==> src/hdl/dtq_pkg.sv <==
// shared constants, codes and types of the delta timer queue
`timescale 1ns / 1ps

package dtq_pkg;

    localparam int QUEUE_DEPTH = 16;
    localparam int DELAY_BITS  = 16;
    localparam int ID_BITS     = 8;

    localparam int IDX_W   = $clog2(QUEUE_DEPTH);
    localparam int CNT_W   = $clog2(QUEUE_DEPTH + 1);
    localparam int ENTRY_W = ID_BITS + DELAY_BITS;

    localparam int ID_FIELD_W    = 8;
    localparam int DELAY_FIELD_W = 16;
    localparam int OCC_FIELD_W   = 5;

    localparam logic [1:0] REQ_INSERT = 2'd0;
    localparam logic [1:0] REQ_REMOVE = 2'd1;
    localparam logic [1:0] REQ_TICK   = 2'd2;

    localparam logic [1:0] ST_OK        = 2'd0;
    localparam logic [1:0] ST_IGNORED   = 2'd1;
    localparam logic [1:0] ST_FULL      = 2'd2;
    localparam logic [1:0] ST_NOT_FOUND = 2'd3;

    localparam logic KIND_ACK     = 1'b0;
    localparam logic KIND_EXPIRED = 1'b1;

    typedef enum logic {
        ALU_SUB,
        ALU_ADD
    } alu_op_t;

    typedef struct packed {
        alu_op_t               op;
        logic [DELAY_BITS-1:0] a;
        logic [DELAY_BITS-1:0] b;
    } alu_req_t;

    typedef struct packed {
        logic [DELAY_BITS-1:0] res;
        logic                  borrow;
        logic                  zero;
    } alu_rsp_t;

    typedef struct packed {
        logic [ID_BITS-1:0]    id;
        logic [DELAY_BITS-1:0] delta;
    } entry_t;

endpackage

==> src/hdl/dtq_ram.sv <==
// generic single write port ram with registered read
`timescale 1ns / 1ps

module dtq_ram #(
    parameter int WIDTH = 8,
    parameter int DEPTH = 16
) (
    input  logic                     clk,
    input  logic                     we,
    input  logic [$clog2(DEPTH)-1:0] waddr,
    input  logic [WIDTH-1:0]         wdata,
    input  logic [$clog2(DEPTH)-1:0] raddr,
    output logic [WIDTH-1:0]         rdata
);

    logic [WIDTH-1:0] mem [DEPTH];

    always_ff @(posedge clk) begin
        if (we) begin
            mem[waddr] <= wdata;
        end
        rdata <= mem[raddr];
    end

endmodule

==> src/hdl/dtq_alu.sv <==
// shared add, subtract and zero test unit for delta arithmetic
`timescale 1ns / 1ps

module dtq_alu
    import dtq_pkg::*;
(
    input  alu_req_t req,
    output alu_rsp_t rsp
);

    logic [DELAY_BITS:0]   diff;
    logic [DELAY_BITS-1:0] sum;

    assign diff = {1'b0, req.a} - {1'b0, req.b};
    assign sum  = req.a + req.b;

    always_comb begin
        rsp.res    = (req.op == ALU_ADD) ? sum : diff[DELAY_BITS-1:0];
        rsp.borrow = (req.op == ALU_SUB) && diff[DELAY_BITS];
        rsp.zero   = (rsp.res == '0);
    end

endmodule

==> src/hdl/delta_timer_queue_core.sv <==
// top level of the delta timer queue: request sequencer, entry store and result register
`timescale 1ns / 1ps

// Timed-wait queue kept as a delta list in a single-port-write RAM with registered read.
// One request is taken at a time; s_tready is low while it is worked. Insert and remove walk
// the list once between accept and acknowledgement, reading each entry and then using its
// data; an insert that lands before an existing entry also passes through S_FIX to adjust
// that entry's delta. A tick reads the head and any entries that expire with it, then moves
// the remaining entries down in the same way; a tick that expires nothing writes back the
// decremented head and is acknowledged. Zero delay, full queue, unknown request and a tick
// on an empty queue are acknowledged straight from idle. The walk is paced by the one RAM
// read per entry and the shared delta adder. Results go out through one output register, so
// a stalled result stream holds the sequencer only when a further result must be sent.
module delta_timer_queue_core
    import dtq_pkg::*;
(
    input  logic        aclk,
    input  logic        aresetn,
    input  logic        s_tvalid,
    output logic        s_tready,
    input  logic [23:0] s_tdata,   // thread_id[7:0], delay[23:8]
    input  logic [1:0]  s_tuser,   // req_type[1:0]
    output logic        m_tvalid,
    input  logic        m_tready,
    output logic [15:0] m_tdata,   // expired_id[7:0], status[9:8], occupancy[14:10], zero[15]
    output logic        m_tuser,   // kind[0]
    output logic        m_tlast
);

    typedef enum logic [2:0] {
        S_IDLE,
        S_RD,
        S_EX,
        S_FIX,
        S_END,
        S_ACK
    } state_t;

    state_t                state_reg, state_next;
    logic [1:0]            req_reg, req_next;
    logic [ID_BITS-1:0]    id_reg, id_next;
    logic [DELAY_BITS-1:0] dly_reg, dly_next;
    logic [CNT_W-1:0]      idx_reg, idx_next;
    logic [CNT_W-1:0]      lim_reg, lim_next;
    logic [CNT_W-1:0]      cnt_reg, cnt_next;
    logic [CNT_W-1:0]      k_reg, k_next;
    logic                  flag_reg, flag_next;
    entry_t                carry_reg, carry_next;
    logic [DELAY_BITS-1:0] acc_reg, acc_next;
    logic [ID_BITS-1:0]    hold_id_reg, hold_id_next;
    logic                  hold_v_reg, hold_v_next;
    logic [1:0]            status_reg, status_next;

    logic                  out_v_reg, out_v_next;
    logic                  out_kind_reg, out_kind_next;
    logic [ID_BITS-1:0]    out_id_reg, out_id_next;
    logic [1:0]            out_status_reg, out_status_next;
    logic [CNT_W-1:0]      out_occ_reg, out_occ_next;
    logic                  out_last_reg, out_last_next;

    logic                  out_load;
    logic                  ld_kind;
    logic [ID_BITS-1:0]    ld_id;
    logic [1:0]            ld_status;
    logic [CNT_W-1:0]      ld_occ;
    logic                  ld_last;
    logic                  out_free;

    logic                  ram_we;
    logic [IDX_W-1:0]      ram_waddr;
    entry_t                ram_wdata;
    entry_t                rd_entry;

    alu_req_t              alu_req;
    alu_rsp_t              alu_rsp;

    logic [CNT_W-1:0]      idx_inc, idx_m1, idx_mk, cnt_m1;

    logic [ID_BITS+ID_FIELD_W-1:0]       id_wide;
    logic [DELAY_BITS+DELAY_FIELD_W-1:0] dly_wide;
    logic [ID_BITS-1:0]                  id_in;
    logic [DELAY_BITS-1:0]               dly_in;
    logic [1:0]                          req_in;
    logic [ID_FIELD_W+ID_BITS-1:0]       out_id_wide;
    logic [OCC_FIELD_W+CNT_W-1:0]        out_occ_wide;

    assign id_wide  = {{ID_BITS{1'b0}}, s_tdata[7:0]};
    assign dly_wide = {{DELAY_BITS{1'b0}}, s_tdata[23:8]};
    assign id_in    = id_wide[ID_BITS-1:0];
    assign dly_in   = dly_wide[DELAY_BITS-1:0];
    assign req_in   = s_tuser;

    assign idx_inc  = idx_reg + 1'b1;
    assign idx_m1   = idx_reg - 1'b1;
    assign idx_mk   = idx_reg - k_reg;
    assign cnt_m1   = cnt_reg - 1'b1;
    assign out_free = !out_v_reg || m_tready;
    assign s_tready = (state_reg == S_IDLE);

    dtq_ram #(
        .WIDTH(ENTRY_W),
        .DEPTH(QUEUE_DEPTH)
    ) u_ram (
        .clk   (aclk),
        .we    (ram_we),
        .waddr (ram_waddr),
        .wdata (ram_wdata),
        .raddr (idx_reg[IDX_W-1:0]),
        .rdata (rd_entry)
    );

    dtq_alu u_alu (
        .req (alu_req),
        .rsp (alu_rsp)
    );

    always_comb begin
        state_next   = state_reg;
        req_next     = req_reg;
        id_next      = id_reg;
        dly_next     = dly_reg;
        idx_next     = idx_reg;
        lim_next     = lim_reg;
        cnt_next     = cnt_reg;
        k_next       = k_reg;
        flag_next    = flag_reg;
        carry_next   = carry_reg;
        acc_next     = acc_reg;
        hold_id_next = hold_id_reg;
        hold_v_next  = hold_v_reg;
        status_next  = status_reg;

        ram_we       = 1'b0;
        ram_waddr    = idx_reg[IDX_W-1:0];
        ram_wdata    = {id_reg, dly_reg};
        alu_req      = '{op: ALU_SUB, a: dly_reg, b: rd_entry.delta};

        out_load     = 1'b0;
        ld_kind      = KIND_ACK;
        ld_id        = '0;
        ld_status    = status_reg;
        ld_occ       = cnt_reg;
        ld_last      = 1'b1;

        case (state_reg)
            S_IDLE: begin
                if (s_tvalid) begin
                    req_next    = req_in;
                    id_next     = id_in;
                    dly_next    = dly_in;
                    idx_next    = '0;
                    lim_next    = cnt_reg;
                    k_next      = '0;
                    flag_next   = 1'b0;
                    hold_v_next = 1'b0;
                    case (req_in)
                        REQ_INSERT: begin
                            if (dly_in == '0) begin
                                status_next = ST_IGNORED;
                                state_next  = S_ACK;
                            end else if (cnt_reg >= CNT_W'(QUEUE_DEPTH)) begin
                                status_next = ST_FULL;
                                state_next  = S_ACK;
                            end else begin
                                state_next  = S_RD;
                            end
                        end
                        REQ_REMOVE: begin
                            state_next = S_RD;
                        end
                        REQ_TICK: begin
                            if (cnt_reg == '0) begin
                                status_next = ST_OK;
                                state_next  = S_ACK;
                            end else begin
                                state_next  = S_RD;
                            end
                        end
                        default: begin
                            status_next = ST_IGNORED;
                            state_next  = S_ACK;
                        end
                    endcase
                end
            end
            S_RD: begin
                state_next = (idx_reg == lim_reg) ? S_END : S_EX;
            end
            S_EX: begin
                case (req_reg)
                    REQ_INSERT: begin
                        if (!flag_reg) begin
                            alu_req = '{op: ALU_SUB, a: dly_reg, b: rd_entry.delta};
                            if (!alu_rsp.borrow) begin
                                dly_next   = alu_rsp.res;
                                idx_next   = idx_inc;
                                state_next = S_RD;
                            end else begin
                                ram_we     = 1'b1;
                                ram_wdata  = {id_reg, dly_reg};
                                carry_next = rd_entry;
                                flag_next  = 1'b1;
                                state_next = S_FIX;
                            end
                        end else begin
                            ram_we     = 1'b1;
                            ram_wdata  = carry_reg;
                            carry_next = rd_entry;
                            idx_next   = idx_inc;
                            state_next = S_RD;
                        end
                    end
                    REQ_REMOVE: begin
                        if (!flag_reg) begin
                            if (rd_entry.id == id_reg) begin
                                flag_next = 1'b1;
                                acc_next  = rd_entry.delta;
                            end
                        end else begin
                            alu_req   = '{op: ALU_ADD, a: rd_entry.delta, b: acc_reg};
                            ram_we    = 1'b1;
                            ram_waddr = idx_m1[IDX_W-1:0];
                            ram_wdata = {rd_entry.id, alu_rsp.res};
                            acc_next  = '0;
                        end
                        idx_next   = idx_inc;
                        state_next = S_RD;
                    end
                    REQ_TICK: begin
                        alu_req = '{op: ALU_SUB, a: rd_entry.delta,
                                    b: (idx_reg == '0) ? DELAY_BITS'(1) : '0};
                        if (!flag_reg && alu_rsp.zero) begin
                            if (!hold_v_reg || out_free) begin
                                if (hold_v_reg) begin
                                    out_load  = 1'b1;
                                    ld_kind   = KIND_EXPIRED;
                                    ld_id     = hold_id_reg;
                                    ld_status = ST_OK;
                                    ld_occ    = cnt_m1;
                                    ld_last   = 1'b0;
                                    cnt_next  = cnt_m1;
                                end
                                hold_id_next = rd_entry.id;
                                hold_v_next  = 1'b1;
                                k_next       = k_reg + 1'b1;
                                idx_next     = idx_inc;
                                state_next   = S_RD;
                            end
                        end else if (!flag_reg) begin
                            if (k_reg == '0) begin
                                ram_we      = 1'b1;
                                ram_wdata   = {rd_entry.id, alu_rsp.res};
                                status_next = ST_OK;
                                state_next  = S_ACK;
                            end else if (out_free) begin
                                out_load    = 1'b1;
                                ld_kind     = KIND_EXPIRED;
                                ld_id       = hold_id_reg;
                                ld_status   = ST_OK;
                                ld_occ      = cnt_m1;
                                ld_last     = 1'b1;
                                cnt_next    = cnt_m1;
                                hold_v_next = 1'b0;
                                flag_next   = 1'b1;
                                ram_we      = 1'b1;
                                ram_waddr   = idx_mk[IDX_W-1:0];
                                ram_wdata   = {rd_entry.id, alu_rsp.res};
                                idx_next    = idx_inc;
                                state_next  = S_RD;
                            end
                        end else begin
                            ram_we     = 1'b1;
                            ram_waddr  = idx_mk[IDX_W-1:0];
                            ram_wdata  = {rd_entry.id, alu_rsp.res};
                            idx_next   = idx_inc;
                            state_next = S_RD;
                        end
                    end
                    default: begin
                        state_next = S_IDLE;
                    end
                endcase
            end
            S_FIX: begin
                alu_req          = '{op: ALU_SUB, a: carry_reg.delta, b: dly_reg};
                carry_next.delta = alu_rsp.res;
                idx_next         = idx_inc;
                state_next       = S_RD;
            end
            S_END: begin
                case (req_reg)
                    REQ_INSERT: begin
                        ram_we      = 1'b1;
                        ram_wdata   = flag_reg ? carry_reg : entry_t'({id_reg, dly_reg});
                        cnt_next    = cnt_reg + 1'b1;
                        status_next = ST_OK;
                        state_next  = S_ACK;
                    end
                    REQ_REMOVE: begin
                        if (flag_reg) begin
                            cnt_next    = cnt_m1;
                            status_next = ST_OK;
                        end else begin
                            status_next = ST_NOT_FOUND;
                        end
                        state_next = S_ACK;
                    end
                    REQ_TICK: begin
                        if (!hold_v_reg) begin
                            state_next = S_IDLE;
                        end else if (out_free) begin
                            out_load    = 1'b1;
                            ld_kind     = KIND_EXPIRED;
                            ld_id       = hold_id_reg;
                            ld_status   = ST_OK;
                            ld_occ      = cnt_m1;
                            ld_last     = 1'b1;
                            cnt_next    = cnt_m1;
                            hold_v_next = 1'b0;
                            state_next  = S_IDLE;
                        end
                    end
                    default: begin
                        state_next = S_IDLE;
                    end
                endcase
            end
            S_ACK: begin
                if (out_free) begin
                    out_load   = 1'b1;
                    state_next = S_IDLE;
                end
            end
            default: begin
                state_next = S_IDLE;
            end
        endcase
    end

    always_comb begin
        out_v_next      = out_v_reg;
        out_kind_next   = out_kind_reg;
        out_id_next     = out_id_reg;
        out_status_next = out_status_reg;
        out_occ_next    = out_occ_reg;
        out_last_next   = out_last_reg;
        if (out_load) begin
            out_v_next      = 1'b1;
            out_kind_next   = ld_kind;
            out_id_next     = ld_id;
            out_status_next = ld_status;
            out_occ_next    = ld_occ;
            out_last_next   = ld_last;
        end else if (m_tready) begin
            out_v_next = 1'b0;
        end
    end

    always_ff @(posedge aclk) begin
        if (!aresetn) begin
            state_reg  <= S_IDLE;
            cnt_reg    <= '0;
            out_v_reg  <= 1'b0;
            hold_v_reg <= 1'b0;
        end else begin
            state_reg  <= state_next;
            cnt_reg    <= cnt_next;
            out_v_reg  <= out_v_next;
            hold_v_reg <= hold_v_next;
        end
        req_reg        <= req_next;
        id_reg         <= id_next;
        dly_reg        <= dly_next;
        idx_reg        <= idx_next;
        lim_reg        <= lim_next;
        k_reg          <= k_next;
        flag_reg       <= flag_next;
        carry_reg      <= carry_next;
        acc_reg        <= acc_next;
        hold_id_reg    <= hold_id_next;
        status_reg     <= status_next;
        out_kind_reg   <= out_kind_next;
        out_id_reg     <= out_id_next;
        out_status_reg <= out_status_next;
        out_occ_reg    <= out_occ_next;
        out_last_reg   <= out_last_next;
    end

    assign out_id_wide  = {{ID_FIELD_W{1'b0}}, out_id_reg};
    assign out_occ_wide = {{OCC_FIELD_W{1'b0}}, out_occ_reg};

    assign m_tvalid = out_v_reg;
    assign m_tuser  = out_kind_reg;
    assign m_tlast  = out_last_reg;
    assign m_tdata  = {1'b0, out_occ_wide[OCC_FIELD_W-1:0], out_status_reg,
                       out_id_wide[ID_FIELD_W-1:0]};

    assert property (@(posedge aclk) disable iff (!aresetn)
        cnt_reg <= CNT_W'(QUEUE_DEPTH))
        else $error("entry count above queue depth");

    assert property (@(posedge aclk) disable iff (!aresetn)
        out_load |-> (!out_v_reg || m_tready))
        else $error("result register overwritten while a result waits");

    assert property (@(posedge aclk) disable iff (!aresetn)
        (m_tvalid && (m_tuser == KIND_EXPIRED)) |-> (m_tdata[9:8] == ST_OK))
        else $error("expired notice with nonzero status");

    assert property (@(posedge aclk) disable iff (!aresetn)
        (state_reg == S_EX && req_reg == REQ_TICK && !flag_reg && !alu_rsp.zero
         && k_reg != '0) |-> hold_v_reg)
        else $error("expiry run ended without a held notice");

endmodule
==> config.mk <==
export PLATFORM = sky130hd
export DESIGN_NAME = delta_timer_queue_core
export DESIGN_NICKNAME = d
export VERILOG_FILES = /design/src/hdl/dtq_pkg.sv /design/src/hdl/dtq_ram.sv /design/src/hdl/dtq_alu.sv /design/src/hdl/delta_timer_queue_core.sv
export SDC_FILE = /design/constraint.sdc
export NUM_CORES = 1
export LEC_CHECK = 0
export ABC_AREA = 1
export BUFFER_PORTS_ARGS = -buffer_cell sky130_fd_sc_hd__buf_2
export CAP_MARGIN = 0
export CORE_ASPECT_RATIO = 0.5
export CORE_MARGIN = 8
export CORE_UTILIZATION = 50
export CTS_BUF_LIST = sky130_fd_sc_hd__clkbuf_8
export CTS_CLUSTER_DIAMETER = 200
export DETAILED_ROUTE_END_ITERATION = 7
export GPL_TIMING_DRIVEN = 0
export PLACE_DENSITY = 0.75
export REMOVE_ABC_BUFFERS = 1
export SYNTH_ARGS = -nofsm -noshare
export SYNTH_HDL_FRONTEND = slang
export SYNTH_SLANG_ARGS = --single-unit
==> constraint.sdc <==
create_clock -name aclk -period 6.37 [get_ports aclk]
set_input_delay 1.274 -clock aclk [delete_from_list [all_inputs] [get_ports aclk]]
set_output_delay 1.274 -clock aclk [all_outputs]
set_load 0.05 [all_outputs]
### Yosys cells after proc, flatten, opt, wreduce, memory -nomap -nowiden

Memories as Yosys holds them, arrays and structs flattened. A register that Yosys moved wholly into a read port is not among the register bits.
Index checks and enable logic that the tools add are counted.

* bits in registers: 119
* RAM bits: 384
* input bits: 30
* output and inout bits: 20
* memories kept: 1

* add/sub/neg operators: 8
* magnitude comparators: 1
* equality and inequality tests: 39
* multiplexer cells: 150
* bitwise gates (word level): 1
* reduce and logical (&&, ||, !) cells: 37

Memory list
* u_ram.mem: words 16, width 24, read ports 1, clocked after Yosys merged registers in 1, wr ports 1, RTL line dtq_ram.sv:16 `logic [WIDTH-1:0] mem [DEPTH];`

Operators by type and width (number)
* two-way mux 24 bit: 9
* one-hot mux 33 bit (2 select lines): 2
* two-way mux 16 bit: 7
* two-way mux 5 bit: 21
* two-way mux 8 bit: 9
* one-hot mux 24 bit (3 select lines): 1
* one-hot mux 16 bit (2 select lines): 2
* one-hot mux 24 bit (2 select lines): 1
* one-hot mux 5 bit (3 select lines): 3
* two-way mux 3 bit: 13
* two-way mux 2 bit: 19
* two-way mux 1 bit: 36
* two-way mux 33 bit: 1
* logical NOT 16 bit: 2
* one-hot mux 5 bit (2 select lines): 3
* two-way mux 4 bit: 6
* inequality test 3 bit (second input constant): 8
* inequality test 2 bit (second input constant): 11
* one-hot mux 3 bit (3 select lines): 2
* one-hot mux 3 bit (6 select lines): 1
* subtractor 16 x 16 -> 17 bit: 1
* adder 16 bit: 1
* inequality test 4 bit (second input constant): 4
* one-hot mux 8 bit (2 select lines): 1
* other kinds (39): 72

### Longest topological paths before layout

Gate-level depths: netlist of the first run.

* depth after elaboration: 13
* gate-level depth with buffers: 35
* depth with buffers taken out: 33

### Modules after synthesis

From an unflattened synthesis of the first run, not the netlist that was laid out.

* cells, all modules: 3153
* area, all modules: 27612.7 um^2

Modules (own cells, without submodules)
* dtq_ram: times used 1, cells an instance 1597, area each 16951.3 um^2, sequential area each 12011.5 um^2
* delta_timer_queue_core: times used 1, cells an instance 1146, area each 8511.9 um^2, sequential area each 3473.3 um^2
* dtq_alu: times used 1, cells an instance 410, area each 2149.6 um^2, sequential area each 0.0 um^2

### Worst setup path after synthesis of the first run

No wires, ideal clock.

* path kind: register to register
* start point: register req_reg[0]
* end point: memory u_ram.mem[10][0] in the netlist's numbering (enable)
* library setup time: 0.405 ns
* arrival: 4.999 ns
* slack: 0.967 ns
* cell stages (with the launch flop): 27
* path buffers: 2
* period minus slack after synthesis: 5.403 ns
* cells stage by stage: edfxtp_1 > ha_1 > nand2_1 > inv_1 > nor2_1 > clkbuf_1 > nor2_1 > nor3_1 > o221ai_1 > ha_1 > clkbuf_2 > or2_2 > nand3_1 > nand2_1 > nand2_1 > nand3_1 > nand3_1 > nand2_1 > nor2_1 > nand4_1 > nand2_1 > nand3_1 > nand2_1 > nand2_1 > inv_1 > nand2_2 > nor2_1

* longest elaborated chain between the ends: 12
* elaborated cells on any way between the ends: 23
* classes of those cells: 2 x add/sub; 2 x eq/ne; 14 x mux; 1 x bitwise; 4 x reduce/logical

RTL lines
* start: declaration: RTL line delta_timer_queue_core.sv:40 `logic [1:0] req_reg, req_next;`
* start signal: assignment: RTL line delta_timer_queue_core.sv:371 `req_reg <= req_next;`
* == test 2 bit / == test 2 x 1 -> 1 bit (equally long branches): RTL line delta_timer_queue_core.sv:190 `case (req_reg)`
* one-hot mux 33 bit (2 select lines): RTL line delta_timer_queue_core.sv:190
* one-hot mux 33 bit (2 select lines): RTL line delta_timer_queue_core.sv:145 `case (state_reg)`
* subtractor 16 x 16 -> 17 bit / adder 16 bit (equally long branches): RTL line dtq_alu.sv:14, dtq_alu.sv:15
* two-way mux 16 bit: RTL line dtq_alu.sv:18 `rsp.res = (req.op == ALU_ADD) ? sum : diff[DELAY_BITS-1:0];`
* logical NOT 16 bit: RTL line dtq_alu.sv:20 `rsp.zero = (rsp.res == '0);`
* logical AND 1 bit: RTL line delta_timer_queue_core.sv:232 `if (!flag_reg && alu_rsp.zero) begin`
* two-way mux 1 bit: RTL line delta_timer_queue_core.sv:232
* one-hot mux 1 bit (3 select lines): RTL line delta_timer_queue_core.sv:190
* one-hot mux 1 bit (2 select lines): RTL line delta_timer_queue_core.sv:145
* two-way mux 1 bit: RTL line dtq_ram.sv:19 `if (we) begin`
* two-way mux 1 bit (implied by the code): RTL line dtq_ram.sv:20 `mem[waddr] <= wdata;`
* end: declaration: RTL line dtq_ram.sv:16

Several ways; a longest one is shown, not always the timed one.

### Final worst setup path of the first run

* start point: register idx_reg[1]
* end point: memory u_ram.mem[15][1] in the netlist's numbering (enable)

* longest elaborated chain between the ends: 13
* elaborated cells on any way between the ends: 26
* classes of those cells: 4 x add/sub; 18 x mux; 4 x reduce/logical

RTL lines
* start: declaration: RTL line delta_timer_queue_core.sv:43 `logic [CNT_W-1:0] idx_reg, idx_next;`
* start signal: assignment: RTL line delta_timer_queue_core.sv:374 `idx_reg <= idx_next;`
* logical NOT 5 bit: RTL line delta_timer_queue_core.sv:231 `b: (idx_reg == '0) ? DELAY_BITS'(1) : '0};`
* two-way mux 1 bit: RTL line delta_timer_queue_core.sv:231
* one-hot mux 33 bit (2 select lines): RTL line delta_timer_queue_core.sv:190
* one-hot mux 33 bit (2 select lines): RTL line delta_timer_queue_core.sv:145
* subtractor 16 x 16 -> 17 bit / adder 16 bit (equally long branches): RTL line dtq_alu.sv:14, dtq_alu.sv:15
* two-way mux 16 bit: RTL line dtq_alu.sv:18
* logical NOT 16 bit: RTL line dtq_alu.sv:20
* logical AND 1 bit: RTL line delta_timer_queue_core.sv:232
* two-way mux 1 bit: RTL line delta_timer_queue_core.sv:232
* one-hot mux 1 bit (3 select lines): RTL line delta_timer_queue_core.sv:190
* one-hot mux 1 bit (2 select lines): RTL line delta_timer_queue_core.sv:145
* two-way mux 1 bit: RTL line dtq_ram.sv:19
* two-way mux 1 bit (implied by the code): RTL line dtq_ram.sv:20

Several ways; a longest one is shown, not always the timed one.

==> flow_summary.ini, run 1 <==
[run_status]
status = finished, violations left
violations = design-rule violations

[timing]
timing_hold_violations_final = 0
drv_slew = 0
worstMarginPinSlew_ps = 1300
rsz0062_at_grt = true
fin_crit_ps = 6280
period_share = 0.987
slew-limit-headroom = 0.123
fmax_ghz = 0.159
setup_viol = 0
skew_ps = 43.8
fin_ws_ps = 85.1

[run]
cap_violations = 0

[global_routing]
grt_pass1_wl_um = 119000
first_global_vias = 20622
grt.total_usage = 0.252
antenna_found_initial = 1
grt_max_degree = 81
grt_overflow = 0

[floorplan]
rows = 59
core_region_area_um2 = 52000
io_pins = 50
chipWidth_um = 341
die-area_um2 = 60800
die_h_um = 178
initial_core_util = 0.507

[pwr]
p_sw_mw = 8.37
power.total_mw = 17.5
p_seq_frac = 0.303
internal_power_mw = 9.10
pwr-share-clk = 0.153
power.leakage_nw = 11.5
powerDensity_nw_per_um2 = 578
p_sw_frac = 0.479
vdd_ir_drop_max_mv = 0.283
combPwrFrac = 0.544

[critical_path]
critical_path_required_ps = 6700
startpoint_type = register
cp-end-kind = register
crit_top_cell = nand2_1
critical_path_class = reg -> reg
critPathMaxStageDelay_ps = 460
cp.arrival_ps = 6620
cp_max_fo = 41
cp_slowest_cell = fa_1

[clock_tree]
cts_tree = done
worstSkewPairLatency_ps = 670
holdBufCountCts = 0
cts_sinks = 527
root_buffer = clkbuf_8
clk_pin_slew_worst_paths_ps = 70
clock_path_buffers = 3
htree_levels = 3
cts_buffers = 77

[routing]
detail_route.wl_per_cell_um = 22.5
via_per_inst = 6.17
drtAntennaViolNets = 0
firstDrtPassIters = 8
drc = 1
finalWirelength_um = 80900
first_iter_violations = 3474
via_count = 22171

[placed_design]
place_congestion = 0.922
hpwlAfterDp_um = 47900
pre_cts_ws_ps = -2210
placed_cells = 3398
port_buffers = 48

[logic_synthesis]
ys_async_sr_fraction = 0
yosysWarnings = 0
ys_ff_latch = 527
synthCells = 2768
yosysUniqueCellTypes = 50
ys.flop_type = edfxtp_1
synth_area_um2 = 26400
synth_edf_count = 493
syn_area_per_cell_um2 = 9.53
ys_seq_area_frac = 0.587

[final_layout]
stdcell_count = 3593
antenna_cells = 0
largest_reg_flops = 384
fin_nets = 2911
finish.utilization = 0.581
drive_above_1_share = 0.114
area_growth_pct = 14.6

[hold_path]
hp-class = reg -> reg
[cell families after synthesis]
| kind of cell | count (synthesis) | share of synthesized area |
|---|---|---|
| compound gates | 746 | 0.162 |
| other cells | 1 | 0.000142 |
| simple gates | 1004 | 0.156 |
| xor+xnor | 23 | 0.00764 |
| fa+ha+maj | 50 | 0.0246 |
| flops | 527 | 0.587 |
| buf+inv | 417 | 0.0624 |
[timing repair]
item,CTS,global route
gates resized for setup,21,22
hold endpoints to repair,0,0
pin swaps,17,11
gates cloned,5,3
setup endpoints to repair,873,803
buffers inserted,25,21
[through the flow]
| step | hold slack (ps) | cell area, um2 | setup TNS [ps] |
|---|---|---|---|
| after global placement | 484 | 26800 | -8786430 |
| after global routing | 526 | 30200 | -3500 |
| after detailed placement | 485 | 28000 | -1562300 |
| after CTS | 492 | 29900 | 0 |
| after floorplan | 464 | 25700 | -2618410 |
| final | 494 | 30200 | 0 |
[synthesized netlist by cell type (5+ instances only)]
cell | n | share of area
edfxtp_1 | 493 | 0.56
nand2_1 | 479 | 0.068
nor2_1 | 326 | 0.046
o21ai_0 | 267 | 0.051
a21oi_1 | 250 | 0.047
inv_1 | 245 | 0.035
nand3_1 | 121 | 0.023
clkbuf_1 | 120 | 0.017
o22ai_1 | 93 | 0.022
o221ai_1 | 57 | 0.019
ha_1 | 47 | 0.022
dfxtp_1 | 34 | 0.026
nor3_1 | 26 | 0.0049
nand4_1 | 22 | 0.0052
buf_1 | 20 | 0.0028
o211ai_1 | 19 | 0.0054
xnor2_1 | 13 | 0.0043
buf_2 | 12 | 0.0023
a21o_1 | 11 | 0.0031
xor2_1 | 10 | 0.0033
a2111oi_0 | 9 | 0.0030
a211oi_1 | 9 | 0.0026
nand2_2 | 9 | 0.0021
buf_6 | 6 | 0.0026
o21ai_1 | 6 | 0.0011
buf_4 | 5 | 0.0014
o2111ai_1 | 5 | 0.0017
[cells in the final DEF, fill, tap and decap left out, drive strengths merged, types with 9 or more instances in the layout]
master / instances
a211oi: 9
a21o: 11
buf: 141
xor2: 10
inv: 281
nand4: 23
a2111oi: 9
o21ai: 273
nor2: 333
clkinvlp: 11
nand2: 488
o221ai: 57
clkbuf: 83
a21oi: 253
nor3: 26
o211ai: 19
nand3: 122
clkinv: 19
ha: 47
dfxtp: 34
xnor2: 13
o22ai: 93
edfxtp: 493
[worst paths after layout]
kind | depth (start not counted) | to | startpoint | slack, ps
worst max-delay path | 31 | u_ram.mem[15][1] | idx_reg[1] | 90
worst min-delay path | 2 | hold_v_reg | hold_v_reg | 490
worst max register to register | 31 | u_ram.mem[15][1] | idx_reg[1] | 90
worst min register to register | 2 | hold_v_reg | hold_v_reg | 490
[cell type report]
cell class                 instances  area, um2
timing repair inverter             5       25.0
clock inverter                    57        357
clock buffer                      83       1140
multi-input combinational       1826       9570
sequential                       527      15500
timing repair buffer             142       1800
fill                            4097      21800
inverter                         252        977
tap                              701        877
[power groups by stage]
stage,clock network [mW],logic [mW],registers [mW]
after floorplan,0,5.59,5.44
after global placement,0,7.77,5.74
after detailed placement,0,8.74,5.37
after CTS,2.68,8.97,5.28
after global routing,2.83,10.3,5.31
final,2.67,9.50,5.29
[layer usage]
layer	GRT usage	wire, um	vias up
met5	0	0	-
met4	0.113	3620	0
met3	0.0508	10900	281
met2	0.403	36100	1605
met1	0.333	30200	10389
li1	-	-	9896
[worst max-delay path, delay by kind of cell (launching register included)]
kind	cells	cell delay (ps)
and+or+nand+nor	18	2740
buffers and inverters	8	1410
adders and majority gates	3	940
DFF	1	440
AOI/OAI and AO/OA	2	280
No activity file was read; power rests on OpenSTA's default activity.
==> run 2: changes to the inputs <==
GPL_TIMING_DRIVEN = not set   (was 0)
==> flow_summary.ini, run 2 (synthesized netlist as in run 1, its figures left out) <==
[run_status]
status = finished, violations left
violations = design-rule violations

[routing]
drtAntennaViolNets = 0
via_per_inst = 6.16
via_count = 22011
first_iter_violations = 3344
finalWirelength_um = 79200
detail_route.wl_per_cell_um = 22.2
drc = 1
firstDrtPassIters = 8

[critical_path]
startpoint_type = register
cp_slowest_cell = ha_1
critical_path_class = reg -> reg
crit_top_cell = nand2_1
cp-end-kind = register
critPathMaxStageDelay_ps = 540
reg2reg_slack_ps = 360
critical_path_required_ps = 6680
cp.arrival_ps = 6320
cp_max_fo = 17

[placed_design]
place_congestion = 0.988
port_buffers = 48
placed_cells = 3424
hpwlAfterDp_um = 50200

[final_layout]
area_growth_pct = 10.2
drive_above_1_share = 0.0951
antenna_cells = 0
stdcell_count = 3571
fin_nets = 2885
n_fill_cell = 4418
largest_reg_flops = 384
final_cell_mix = 493 x edfxtp_1, 477 x nand2_1, 309 x nor2_1, 268 x inv_1, 266 x o21ai_0
final_common_cell = edfxtp_1

[global_routing]
grt_overflow = 0
grt.total_usage = 0.250
antenna_found_initial = 0
grt_pass1_wl_um = 119000
grt_max_degree = 151
first_global_vias = 20339

[timing]
holdWs_ps = 514
worstMarginPinSlew_ps = 1250
timing_hold_violations_final = 0
slew-limit-headroom = 0.160
fmax_ghz = 0.166
period_share = 0.943
drv_slew = 0
skew_ps = 29.1
rsz0062_at_grt = false
setup_viol = 0
fin_crit_ps = 6010

[clock_tree]
cts-resized-gates = 0
holdBufCountCts = 0
clock_path_buffers = 3
cts_buffers = 79
root_buffer = clkbuf_8
htree_levels = 3
cts_sinks = 527
worstSkewPairLatency_ps = 660
clk_pin_slew_worst_paths_ps = 60
cts_tree = done
cts_setup_buffers = 0

[floorplan]
initial_core_util = 0.507
rows = 59
die-area_um2 = 60800
core_region_area_um2 = 52000
die_h_um = 178
chipWidth_um = 341
io_pins = 50

[pwr]
power.leakage_nw = 11.1
vdd_ir_drop_max_mv = 0.279
powerDensity_nw_per_um2 = 586

[run]
cap_violations = 0

[hold_path]
hp-class = reg -> reg
-- run 2: cell count changes in the layout (fill, tap and decap cells not counted), moves of 7 or more --
cell	previous run	this run
buf_4	37	63
buf_16	23	0
buf_12	25	9
clkinv_1	10	21
nand2_1	470	477
-- run 2: critical path, delay by kind of cell (launching register included) --
kind | cells | cell delay [ps]
compound gates | 4 | 770
fa+ha+maj | 2 | 790
buf+inv | 5 | 890
flops | 1 | 450
simple gates | 17 | 2780
-- run 2: area by class of cell --
type                            instances  area, um2  share of cell area
Clock inverter                         64        337              0.0116
Inverter                              252        956              0.0329
Timing Repair Buffer                  120        893              0.0307
Sequential cell                       527      15500               0.533
Clock buffer                           82       1130              0.0388
Tap cell                              701        877              0.0302
Timing Repair inverter                  1       5.00            0.000172
Multi-Input combinational cell       1824       9390               0.323
-- run 2: worst paths after layout --
path,endpoint,start,cells after the start
max,u_ram.mem[14][0],req_reg[0],28
min,hold_v_reg,hold_v_reg,2
max reg2reg,u_ram.mem[14][0],req_reg[0],28
min reg2reg,hold_v_reg,hold_v_reg,2
-- run 2: report_power, final --
part	switching, mW	internal, mW
logic	6.75	2.42
clock network	1.35	1.26
registers	0.309	4.94
-- run 2: per-stage QoR --
step	power, mW	worst slack [ps]	TNS [ps]	util	cell area (um2)
after global placement	14.0	370	0	0.530	27600
after detailed placement	14.1	344	0	0.530	27600
after floorplan	11.0	-3520	-2618410	-	25700
after global routing	18.0	4.67	0	0.559	29100
final	17.0	360	0	0.559	29100
after CTS	16.7	289	0	0.558	29100
-- run 2: per-layer routing --
layer,global-route usage,part of all wire
met1,0.353,0.40
met3,0.0635,0.14
met2,0.373,0.42
met5,0,0
met4,0.0914,0.034
